--- config.mk ---
export PLATFORM = sky130hd
export DESIGN_NAME = hsv_to_grb_color_converter_top
export DESIGN_NICKNAME = d
export VERILOG_FILES = /design/src/sv/hsvgrb_pkg.sv /design/src/sv/hsv_to_grb_color_converter_top.sv
export SDC_FILE = /design/constraint.sdc
export NUM_CORES = 1
export LEC_CHECK = 0
export BUFFER_PORTS_ARGS = -buffer_cell sky130_fd_sc_hd__buf_2
export CAP_MARGIN = 20
export CORE_UTILIZATION = 60
export DETAILED_ROUTE_END_ITERATION = 6
export PLACE_DENSITY = 0.77
export SLEW_MARGIN = 20
export SYNTH_ARGS = -nofsm -noshare
export SYNTH_HDL_FRONTEND = slang
export SYNTH_SLANG_ARGS = --single-unit
--- constraint.sdc ---
create_clock -name clk -period 10.94 [get_ports clk]
set_clock_uncertainty 0.2 [all_clocks]
set_input_delay 1.641 -clock clk [delete_from_list [all_inputs] [get_ports clk]]
set_output_delay 1.641 -clock clk [all_outputs]
set_load 0.01 [all_outputs]
--- src/sv/hsvgrb_pkg.sv ---
// ----------------------------------------------------------------------------
// HSV to GRB converter package
// Word types, sector codes and the shared arithmetic helpers.
// ----------------------------------------------------------------------------
package hsvgrb_pkg;

  localparam logic [10:0] HUE_SPAN   = 11'd1536;
  localparam logic [7:0]  FULL_SCALE = 8'd255;
  localparam int          LVL_W      = 8;
  localparam int          DIV_BITS_PER_STAGE = 2;
  localparam int          DIV_STAGES = LVL_W / DIV_BITS_PER_STAGE;
  localparam int          LANES      = 3;
  localparam int          LANE_GREEN = 0;
  localparam int          LANE_RED   = 1;
  localparam int          LANE_BLUE  = 2;

  typedef enum logic [2:0] {
    SEC_R_G_UP = 3'd0,
    SEC_G_R_DN = 3'd1,
    SEC_G_B_UP = 3'd2,
    SEC_B_G_DN = 3'd3,
    SEC_B_R_UP = 3'd4,
    SEC_R_B_DN = 3'd5
  } sector_t;

  typedef struct packed {
    logic [9:0]  led_index;
    logic [10:0] hue;
    logic [7:0]  saturation;
    logic [7:0]  brightness;
  } in_word_t;

  typedef struct packed {
    logic [9:0]  led_slot;
    logic [7:0]  green_level;
    logic [7:0]  red_level;
    logic [7:0]  blue_level;
  } out_word_t;

  typedef struct packed {
    logic [LVL_W-1:0] rem;
    logic [LVL_W-1:0] dq;
  } div_lane_t;

  // Exact x / 255 for x up to 255 * 255.
  function automatic logic [7:0] div255(input logic [15:0] x);
    logic [16:0] t;
    t = 17'(x) + 17'(x[15:8]) + 17'd1;
    return t[15:8];
  endfunction

  // Two restoring division steps; the dividend shifts out of dq as the
  // quotient bits shift in.
  function automatic div_lane_t div_steps(input div_lane_t cur, input logic [LVL_W-1:0] d);
    div_lane_t      nxt;
    logic [LVL_W:0] part;
    nxt = cur;
    for (int i = 0; i < DIV_BITS_PER_STAGE; i++) begin
      part   = {nxt.rem, nxt.dq[LVL_W-1]};
      nxt.dq = {nxt.dq[LVL_W-2:0], 1'b0};
      if (part >= {1'b0, d}) begin
        part      = part - {1'b0, d};
        nxt.dq[0] = 1'b1;
      end
      nxt.rem = part[LVL_W-1:0];
    end
    return nxt;
  endfunction

endpackage

--- src/sv/hsv_to_grb_color_converter_top.sv ---
// ----------------------------------------------------------------------------
// HSV to GRB color converter
// Converts one HSV pixel word per clock, unless stalled, into a GRB word with its LED index.
//
// Input words arrive on in_valid/in_word and are taken when in_stall is low.
// Results leave on out_valid/out_word and are taken when out_stall is low.
// A word with a hue of 1536 or more is taken and dropped without a result.
// The brightness divisor is written on cfg_valid/cfg_data; cfg_ready is
// always high, and writes belong in idle periods only. A divisor of zero
// acts as one.
// From acceptance to out_valid a word passes through four stages of
// multiply and divide-by-255 and four stages of a two-bit-per-stage
// restoring divider. Throughput is one word per cycle while out_stall is low.
// When the receiver stalls, each stage holds only while its successor is
// full, so bubbles close up before in_stall rises. Reset is synchronous,
// empties the pipeline and sets the divisor to one.
// ----------------------------------------------------------------------------
module hsv_to_grb_color_converter_top (
  input  logic                  clk,
  input  logic                  rst_n,
  input  logic                  in_valid,
  output logic                  in_stall,
  input  hsvgrb_pkg::in_word_t  in_word,
  output logic                  out_valid,
  input  logic                  out_stall,
  output hsvgrb_pkg::out_word_t out_word,
  input  logic                  cfg_valid,
  output logic                  cfg_ready,
  input  logic [7:0]            cfg_data
);

  localparam int NSTG = 4 + hsvgrb_pkg::DIV_STAGES;

  logic [NSTG-1:0] vld_r;
  logic [NSTG-1:0] go;
  logic [7:0]      div_r;
  logic [7:0]      div_eff;
  logic            in_keep;

  logic [9:0]  slot1_r, slot2_r, slot3_r, slot4_r;
  logic [2:0]  sec1_r, sec2_r, sec3_r, sec4_r;
  logic        gray1_r, gray2_r, gray3_r, gray4_r;
  logic [7:0]  v1_r, v2_r, v3_r, v4_r;
  logic [15:0] pfl1_r, pr1_r, pf1_r;
  logic [7:0]  fl2_r, a2_r, b2_r;
  logic [7:0]  fl3_r;
  logic [15:0] mr3_r, mf3_r;
  logic [7:0]  fl4_r, rise4_r, fall4_r;

  logic [9:0]                  slotd_r [hsvgrb_pkg::DIV_STAGES];
  hsvgrb_pkg::div_lane_t       lane_r  [hsvgrb_pkg::DIV_STAGES][hsvgrb_pkg::LANES];
  hsvgrb_pkg::div_lane_t       lane_in [hsvgrb_pkg::LANES];
  logic [7:0]                  lvl     [hsvgrb_pkg::LANES];

  assign cfg_ready = 1'b1;
  assign div_eff   = (div_r == 8'd0) ? 8'd1 : div_r;
  assign in_keep   = in_valid && (in_word.hue < hsvgrb_pkg::HUE_SPAN);
  assign in_stall  = !go[0];

  always_ff @(posedge clk) begin
    if (!rst_n) begin
      div_r <= 8'd1;
    end else if (cfg_valid && cfg_ready) begin
      div_r <= cfg_data;
    end
  end

  always_comb begin
    go[NSTG-1] = !vld_r[NSTG-1] || !out_stall;
    for (int k = NSTG - 2; k >= 0; k--) begin
      go[k] = !vld_r[k] || go[k+1];
    end
  end

  always_ff @(posedge clk) begin
    if (!rst_n) begin
      vld_r <= '0;
    end else begin
      if (go[0]) begin
        vld_r[0] <= in_keep;
      end
      for (int k = 1; k < NSTG; k++) begin
        if (go[k]) begin
          vld_r[k] <= vld_r[k-1];
        end
      end
    end
  end

  always_ff @(posedge clk) begin
    if (go[0]) begin
      slot1_r <= in_word.led_index;
      sec1_r  <= in_word.hue[10:8];
      gray1_r <= (in_word.saturation == 8'd0);
      v1_r    <= in_word.brightness;
      pfl1_r  <= 16'(in_word.brightness) *
                 16'(hsvgrb_pkg::FULL_SCALE - in_word.saturation);
      pr1_r   <= 16'(in_word.saturation) * 16'(in_word.hue[7:0]);
      pf1_r   <= 16'(in_word.saturation) *
                 16'(hsvgrb_pkg::FULL_SCALE - in_word.hue[7:0]);
    end
    if (go[1]) begin
      slot2_r <= slot1_r;
      sec2_r  <= sec1_r;
      gray2_r <= gray1_r;
      v2_r    <= v1_r;
      fl2_r   <= hsvgrb_pkg::div255(pfl1_r);
      a2_r    <= hsvgrb_pkg::div255(pr1_r);
      b2_r    <= hsvgrb_pkg::div255(pf1_r);
    end
    if (go[2]) begin
      slot3_r <= slot2_r;
      sec3_r  <= sec2_r;
      gray3_r <= gray2_r;
      v3_r    <= v2_r;
      fl3_r   <= fl2_r;
      mr3_r   <= 16'(v2_r) * 16'(a2_r);
      mf3_r   <= 16'(v2_r) * 16'(b2_r);
    end
    if (go[3]) begin
      slot4_r <= slot3_r;
      sec4_r  <= sec3_r;
      gray4_r <= gray3_r;
      v4_r    <= v3_r;
      fl4_r   <= fl3_r;
      rise4_r <= hsvgrb_pkg::div255(mr3_r);
      fall4_r <= hsvgrb_pkg::div255(mf3_r);
    end
  end

  always_comb begin
    if (gray4_r) begin
      lvl[hsvgrb_pkg::LANE_RED]   = v4_r;
      lvl[hsvgrb_pkg::LANE_GREEN] = v4_r;
      lvl[hsvgrb_pkg::LANE_BLUE]  = v4_r;
    end else begin
      case (hsvgrb_pkg::sector_t'(sec4_r))
        hsvgrb_pkg::SEC_R_G_UP: begin
          lvl[hsvgrb_pkg::LANE_RED]   = v4_r;
          lvl[hsvgrb_pkg::LANE_GREEN] = rise4_r;
          lvl[hsvgrb_pkg::LANE_BLUE]  = fl4_r;
        end
        hsvgrb_pkg::SEC_G_R_DN: begin
          lvl[hsvgrb_pkg::LANE_RED]   = fall4_r;
          lvl[hsvgrb_pkg::LANE_GREEN] = v4_r;
          lvl[hsvgrb_pkg::LANE_BLUE]  = fl4_r;
        end
        hsvgrb_pkg::SEC_G_B_UP: begin
          lvl[hsvgrb_pkg::LANE_RED]   = fl4_r;
          lvl[hsvgrb_pkg::LANE_GREEN] = v4_r;
          lvl[hsvgrb_pkg::LANE_BLUE]  = rise4_r;
        end
        hsvgrb_pkg::SEC_B_G_DN: begin
          lvl[hsvgrb_pkg::LANE_RED]   = fl4_r;
          lvl[hsvgrb_pkg::LANE_GREEN] = fall4_r;
          lvl[hsvgrb_pkg::LANE_BLUE]  = v4_r;
        end
        hsvgrb_pkg::SEC_B_R_UP: begin
          lvl[hsvgrb_pkg::LANE_RED]   = rise4_r;
          lvl[hsvgrb_pkg::LANE_GREEN] = fl4_r;
          lvl[hsvgrb_pkg::LANE_BLUE]  = v4_r;
        end
        default: begin
          lvl[hsvgrb_pkg::LANE_RED]   = v4_r;
          lvl[hsvgrb_pkg::LANE_GREEN] = fl4_r;
          lvl[hsvgrb_pkg::LANE_BLUE]  = fall4_r;
        end
      endcase
    end
    for (int l = 0; l < hsvgrb_pkg::LANES; l++) begin
      lane_in[l].rem = '0;
      lane_in[l].dq  = lvl[l];
    end
  end

  always_ff @(posedge clk) begin
    if (go[4]) begin
      slotd_r[0] <= slot4_r;
      for (int l = 0; l < hsvgrb_pkg::LANES; l++) begin
        lane_r[0][l] <= hsvgrb_pkg::div_steps(lane_in[l], div_eff);
      end
    end
    for (int s = 1; s < hsvgrb_pkg::DIV_STAGES; s++) begin
      if (go[4+s]) begin
        slotd_r[s] <= slotd_r[s-1];
        for (int l = 0; l < hsvgrb_pkg::LANES; l++) begin
          lane_r[s][l] <= hsvgrb_pkg::div_steps(lane_r[s-1][l], div_eff);
        end
      end
    end
  end

  assign out_valid            = vld_r[NSTG-1];
  assign out_word.led_slot    = slotd_r[hsvgrb_pkg::DIV_STAGES-1];
  assign out_word.green_level =
    lane_r[hsvgrb_pkg::DIV_STAGES-1][hsvgrb_pkg::LANE_GREEN].dq;
  assign out_word.red_level   =
    lane_r[hsvgrb_pkg::DIV_STAGES-1][hsvgrb_pkg::LANE_RED].dq;
  assign out_word.blue_level  =
    lane_r[hsvgrb_pkg::DIV_STAGES-1][hsvgrb_pkg::LANE_BLUE].dq;

  a_keep_valid_hue: assert property (@(posedge clk) disable iff (!rst_n)
    in_valid && !in_stall && (in_word.hue < hsvgrb_pkg::HUE_SPAN) |=> vld_r[0])
    else $error("An accepted word with a valid hue did not enter the pipeline.");

  a_drop_bad_hue: assert property (@(posedge clk) disable iff (!rst_n)
    in_valid && !in_stall && !(in_word.hue < hsvgrb_pkg::HUE_SPAN) |=> !vld_r[0])
    else $error("A word with an out-of-range hue entered the pipeline.");

  a_first_stage_holds: assert property (@(posedge clk) disable iff (!rst_n)
    vld_r[0] && !go[1] |=> vld_r[0])
    else $error("The first stage lost a word while its successor was blocked.");

  a_out_from_last_div: assert property (@(posedge clk) disable iff (!rst_n)
    $rose(out_valid) |-> $past(vld_r[NSTG-2]))
    else $error("The output became valid without a word in the stage before it.");

endmodule
==> results by stage <==
Clock tree:
- The clock passes through at most 3 buffers.
- In this run the post-CTS setup repair buffer count came out at 0.
- The clock tree from TritonCTS is built.
- The number of H-tree branching levels is 2.
- The clock-pin slew on the worst setup and hold paths is 0.06 ns.
- The number of instances resized during post-cts repair is 0.
- The tree is rooted in a sky130_fd_sc_hd__clkbuf_16.
- The hold buffer count at CTS is 0.
- Counting the buffers created by CTS gives 50.
- The sink count of the clock tree is between 400 and 500.
- The clock latency reported for the late side of the worst-skew pair is 0.63 ns.

Logic synthesis:
- After synthesis, the share of flip-flops with an asynchronous set or reset is 0.
- When the netlist entered floorplanning its net count stood at between 3000 and 4000.
- The synthesized area per cell is about 11 um2.
- The mapped netlist covers between 0.03 and 0.04 mm2.
- The most common flop cell mapped by yosys is sky130_fd_sc_hd__edfxtp_1.
- The sequential cell area fraction in the yosys report is 0.3798.
- The Yosys warning count is 0.
- The synthesized netlist contains just under 90 unique library cells.
- The number of flops mapped to enable cells by yosys is 432.
- The flip-flop and latch count after synthesis is 448.
- After technology mapping, the gate count stands at 3251.

GRT:
- The number of global-route vias before repair is 24610.
- The total overflow reported by the global router is 0.
- The initial antenna violation count came to 0.
- The total global-route track usage is 0.2517.
- Entering global routing, the biggest net connects 73 pins.
- The first global-routing pass estimated about 120 mm of wire.

Worst setup path:
- In this run the critical register-to-register path is captured at lane_r[1][25].
- In this design, the largest share of critical-path delay is due to simple AND/OR/NAND/NOR gates.
- Across all register-to-register paths, the minimum setup slack is around 4.7 ns.
- The kind of end point of the critical path is a register.
- The largest stage delay on the critical path is roughly 0.53 ns.
- Data arrives at the worst endpoint at 6.39 ns.
- The startpoint of the lowest-slack register-to-register path is div_r[2].
- The library cell contributing the largest single delay on the critical path is sky130_fd_sc_hd__nor2_1.
- The worst setup path is launched from a register.
- The signal on the critical path passes through or3_4 > nor4_4 > a21o_1 > buf_4 > ha_1 > nor2b_1 > o21ai_1 > nand3b_1 > o2111a_1 > nor2_1 > mux2_2 > ha_1 > nand3_1 > a21oi_1 > nor3_1 > a21oi_1 > and2_1 > nand3b_1 > mux2_2.
- Counting both buffers and inverters, the worst setup path holds a total of 1.
- Measured in cells, the most critical reg-to-reg path has a length of 19.
- The data required time at the worst endpoint is 11.08 ns.
- In this run the worst path has a maximum fanout of 24.
- By startpoint and endpoint, the worst setup path is classified as register to register.

Power:
- The combinational fraction of design power is 0.620.
- The part of the power in the clock network is 0.130.
- Of the total power, the share spent switching nets is 0.4153.
- The power per cell area is about 350 mW/mm2.
- The overall power of the completed layout is about 13000 uW.
- The peak ir drop on the vdd network is roughly 0.27 mV.
- The internal portion of the total power is 7785 uW.
- For this design the total switching power over the nets is 5531 uW.
- Of the total power, registers draw 0.249.
- The total leakage power is 0.01685 uW.

Floorplan:
- The floorplan has 88 rows.
- The die is between 200 and 250 um wide.
- The initial utilization of the core area, before any placement, comes to 0.6066.
- The number of top-level design ports is 87.
- The height of the die is 243.5 um.
- The total die area is 0.05930 mm2.
- The placeable core area is around 0.058 mm2.

Timing:
- Counting I/O delays and the setup requirement, the final critical path takes 6.242 ns.
- Dividing the final minimum period by the clock period gives 0.5706.
- Adding up every negative setup slack in the final design gives 0 ns.
- Derived from the worst setup path, the maximum achievable clock frequency is between 0.15 and 0.2 GHz.
- The count of endpoints failing hold in the final timing report is 0.
- Measured against its own limit, the worst slew margin works out to 0.3392.
- The number of failing setup endpoints in the final timing report is 0.
- The worst path meets setup with 4.698 ns of slack.
- For the pin with the worst max-slew slack, the measured transition is ~0.98 ns.
- On the final layout, the worst hold slack is 0.2093 ns.
- Setup repair after global routing left no endpoint under its margin.
- The number of slew-limit violations in the final report is 0.

Layout:
- In the layout the commonest cells are 432 x sky130_fd_sc_hd__edfxtp_1, 399 x sky130_fd_sc_hd__inv_1, 393 x sky130_fd_sc_hd__ha_1.
- The diode insertion count for antenna repair is 0.
- The fraction of final layout cells with drive strength greater than 1 is 0.08437.
- The utilization after layout is 0.6587.
- The commonest non-fill, non-tap cell in the layout is sky130_fd_sc_hd__edfxtp_1.
- The post-synthesis to final-layout area growth is 8.591%.
- The net total in the final layout is roughly 4000.

Worst hold path:
- In this run the most critical hold path is launched from v3_r[2].
- In this run the worst hold path is classified as register to register.
- Along the worst hold path, the cell count comes to 0.
- The path with the worst hold slack has its endpoint at v4_r[2].

Placed design:
- Buffers placed on the I/O ports in this run total 85.
- Routability-driven placement finished with a final weighted congestion of 0.9022.
- At the placement stage, the worst setup path has a slack of around 4.2 ns.
- The placed wire-length estimate after detailed placement is 55.11 mm.

Drt:
- The detailed router finished its first iteration with 1364 violations.
- The via total after detailed routing is ~24000.
- After detailed routing, the total wire length is around 74 mm.
- The number of iterations in the first detailed-routing pass is 7.
- The remaining routing DRC violations is 5.
- The post-route antenna net violation count is 0.
- The final routed wire length divided by cell count is 17.83 um.
- The number of vias per cell after detailed routing is roughly 5.8.

Run status:
- The checks that failed: DRC.
- The flow ran to the end, but the final reports show violations.

Run:
- Across the run, the number of max-cap violations was 0.
[how the worst max path moves through the flow]
stage | start | endpoint | slack (ns) | cells past startpoint
final | div_r[2] | lane_r[1][25] | 4.70 | 19
after global routing | div_r[2] | lane_r[1][25] | 4.38 | 19
after CTS | in_word[9] | pr1_r[15] | 4.76 | 15
after detailed placement | in_word[9] | pr1_r[15] | 4.16 | 15
after global placement | in_word[9] | pr1_r[15] | 4.39 | 15
after floorplan | out_stall | in_stall | 4.63 | 5
[Yosys cell counts (all sizes together), types with 36 or more instances]
master	count	area share
edfxtp	432	0.37
inv	404	0.043
ha	393	0.14
nand2	237	0.025
fa	200	0.11
nor2	185	0.021
a21oi	158	0.023
xnor2	138	0.035
nor2b	127	0.023
and2	94	0.017
o21ai	91	0.013
nand2b	76	0.014
mux2	73	0.024
clkbuf	58	0.0063
mux2i	52	0.015
nand3	52	0.0074
nor3	47	0.0070
o21a	45	0.0097
a21o	40	0.0086
xor2	36	0.0090
[per-stage QoR]
stage | instance area [um2] | cells
after floorplan | 35000 | 3251
after global placement | 36260 | 4051
after detailed placement | 36260 | 4051
after CTS | 37990 | 4143
after global routing | 38000 | 4143
final | 38000 | 4143
[cells by family (layout without fill, tap and decap cells)]
kind of cell / Yosys count / after routing / share of synthesized area
buffers and inverters: 473 / 600 / 0.05148
other: 1 / 1 / 0.0001072
and+or+nand+nor: 918 / 918 / 0.1336
AOI/OAI and AO/OA: 519 / 519 / 0.09775
DFF: 448 / 448 / 0.3798
adders and majority gates: 593 / 593 / 0.2549
muxes: 125 / 125 / 0.03879
xor gates and xnor gates: 174 / 174 / 0.04355
[worst register-to-register path, stage by stage (launching register included)]
cell and delay (ns):
sky130_fd_sc_hd__dfxtp_1 0.44, sky130_fd_sc_hd__or3_4 0.45, sky130_fd_sc_hd__nor4_4 0.41, sky130_fd_sc_hd__a21o_1 0.20, sky130_fd_sc_hd__buf_4 0.36, sky130_fd_sc_hd__ha_1 0.26
sky130_fd_sc_hd__nor2b_1 0.07, sky130_fd_sc_hd__o21ai_1 0.19, sky130_fd_sc_hd__nand3b_1 0.17, sky130_fd_sc_hd__o2111a_1 0.29, sky130_fd_sc_hd__nor2_1 0.53, sky130_fd_sc_hd__mux2_2 0.44
sky130_fd_sc_hd__ha_1 0.34, sky130_fd_sc_hd__nand3_1 0.15, sky130_fd_sc_hd__a21oi_1 0.07, sky130_fd_sc_hd__nor3_1 0.27, sky130_fd_sc_hd__a21oi_1 0.16, sky130_fd_sc_hd__and2_1 0.19
sky130_fd_sc_hd__nand3b_1 0.40, sky130_fd_sc_hd__mux2_2 0.40
[layout make-up]
class | instances | area (um2)
clock buffers | 56 | 1274
clock inverters | 36 | 460.4
fillers | 4367 | 19690
inverters | 404 | 1516
multi-input cells | 2330 | 19930
flip-flops and latches | 448 | 13290
well taps | 765 | 957.2
repair buffers | 104 | 568.0
[flip-flops by register name, indices dropped and copies added (netlist names), 10 cells and up]
register	flops
lane_r	168
mf3_r	16
mr3_r	16
pf1_r	16
pfl1_r	16
pr1_r	16
slot1_r	10
slot2_r	10
slot3_r	10
slot4_r	10
slotd_r	40
[layer usage]
| metal | global-route usage | share of wire | up-vias |
|---|---|---|---|
| met3 | 0.02919 | 0.040 | 166 |
| met2 | 0.4666 | 0.52 | 606 |
| met5 | 0 | 0 | - |
| met4 | 0.09669 | 0.034 | 0 |
| li1 | - | - | 11500 |
| met1 | 0.2965 | 0.40 | 11850 |
[power groups by stage]
stage | registers, uW | clock network [uW] | logic, uW
after floorplan | 3180 | 0 | 6620
final | 3320 | 1740 | 8260
after global routing | 3370 | 1830 | 9320
after CTS | 3320 | 1760 | 8270
after global placement | 3320 | 0 | 7790
after detailed placement | 3350 | 0 | 8190
Note: power is estimated with default switching activity, not from simulation.
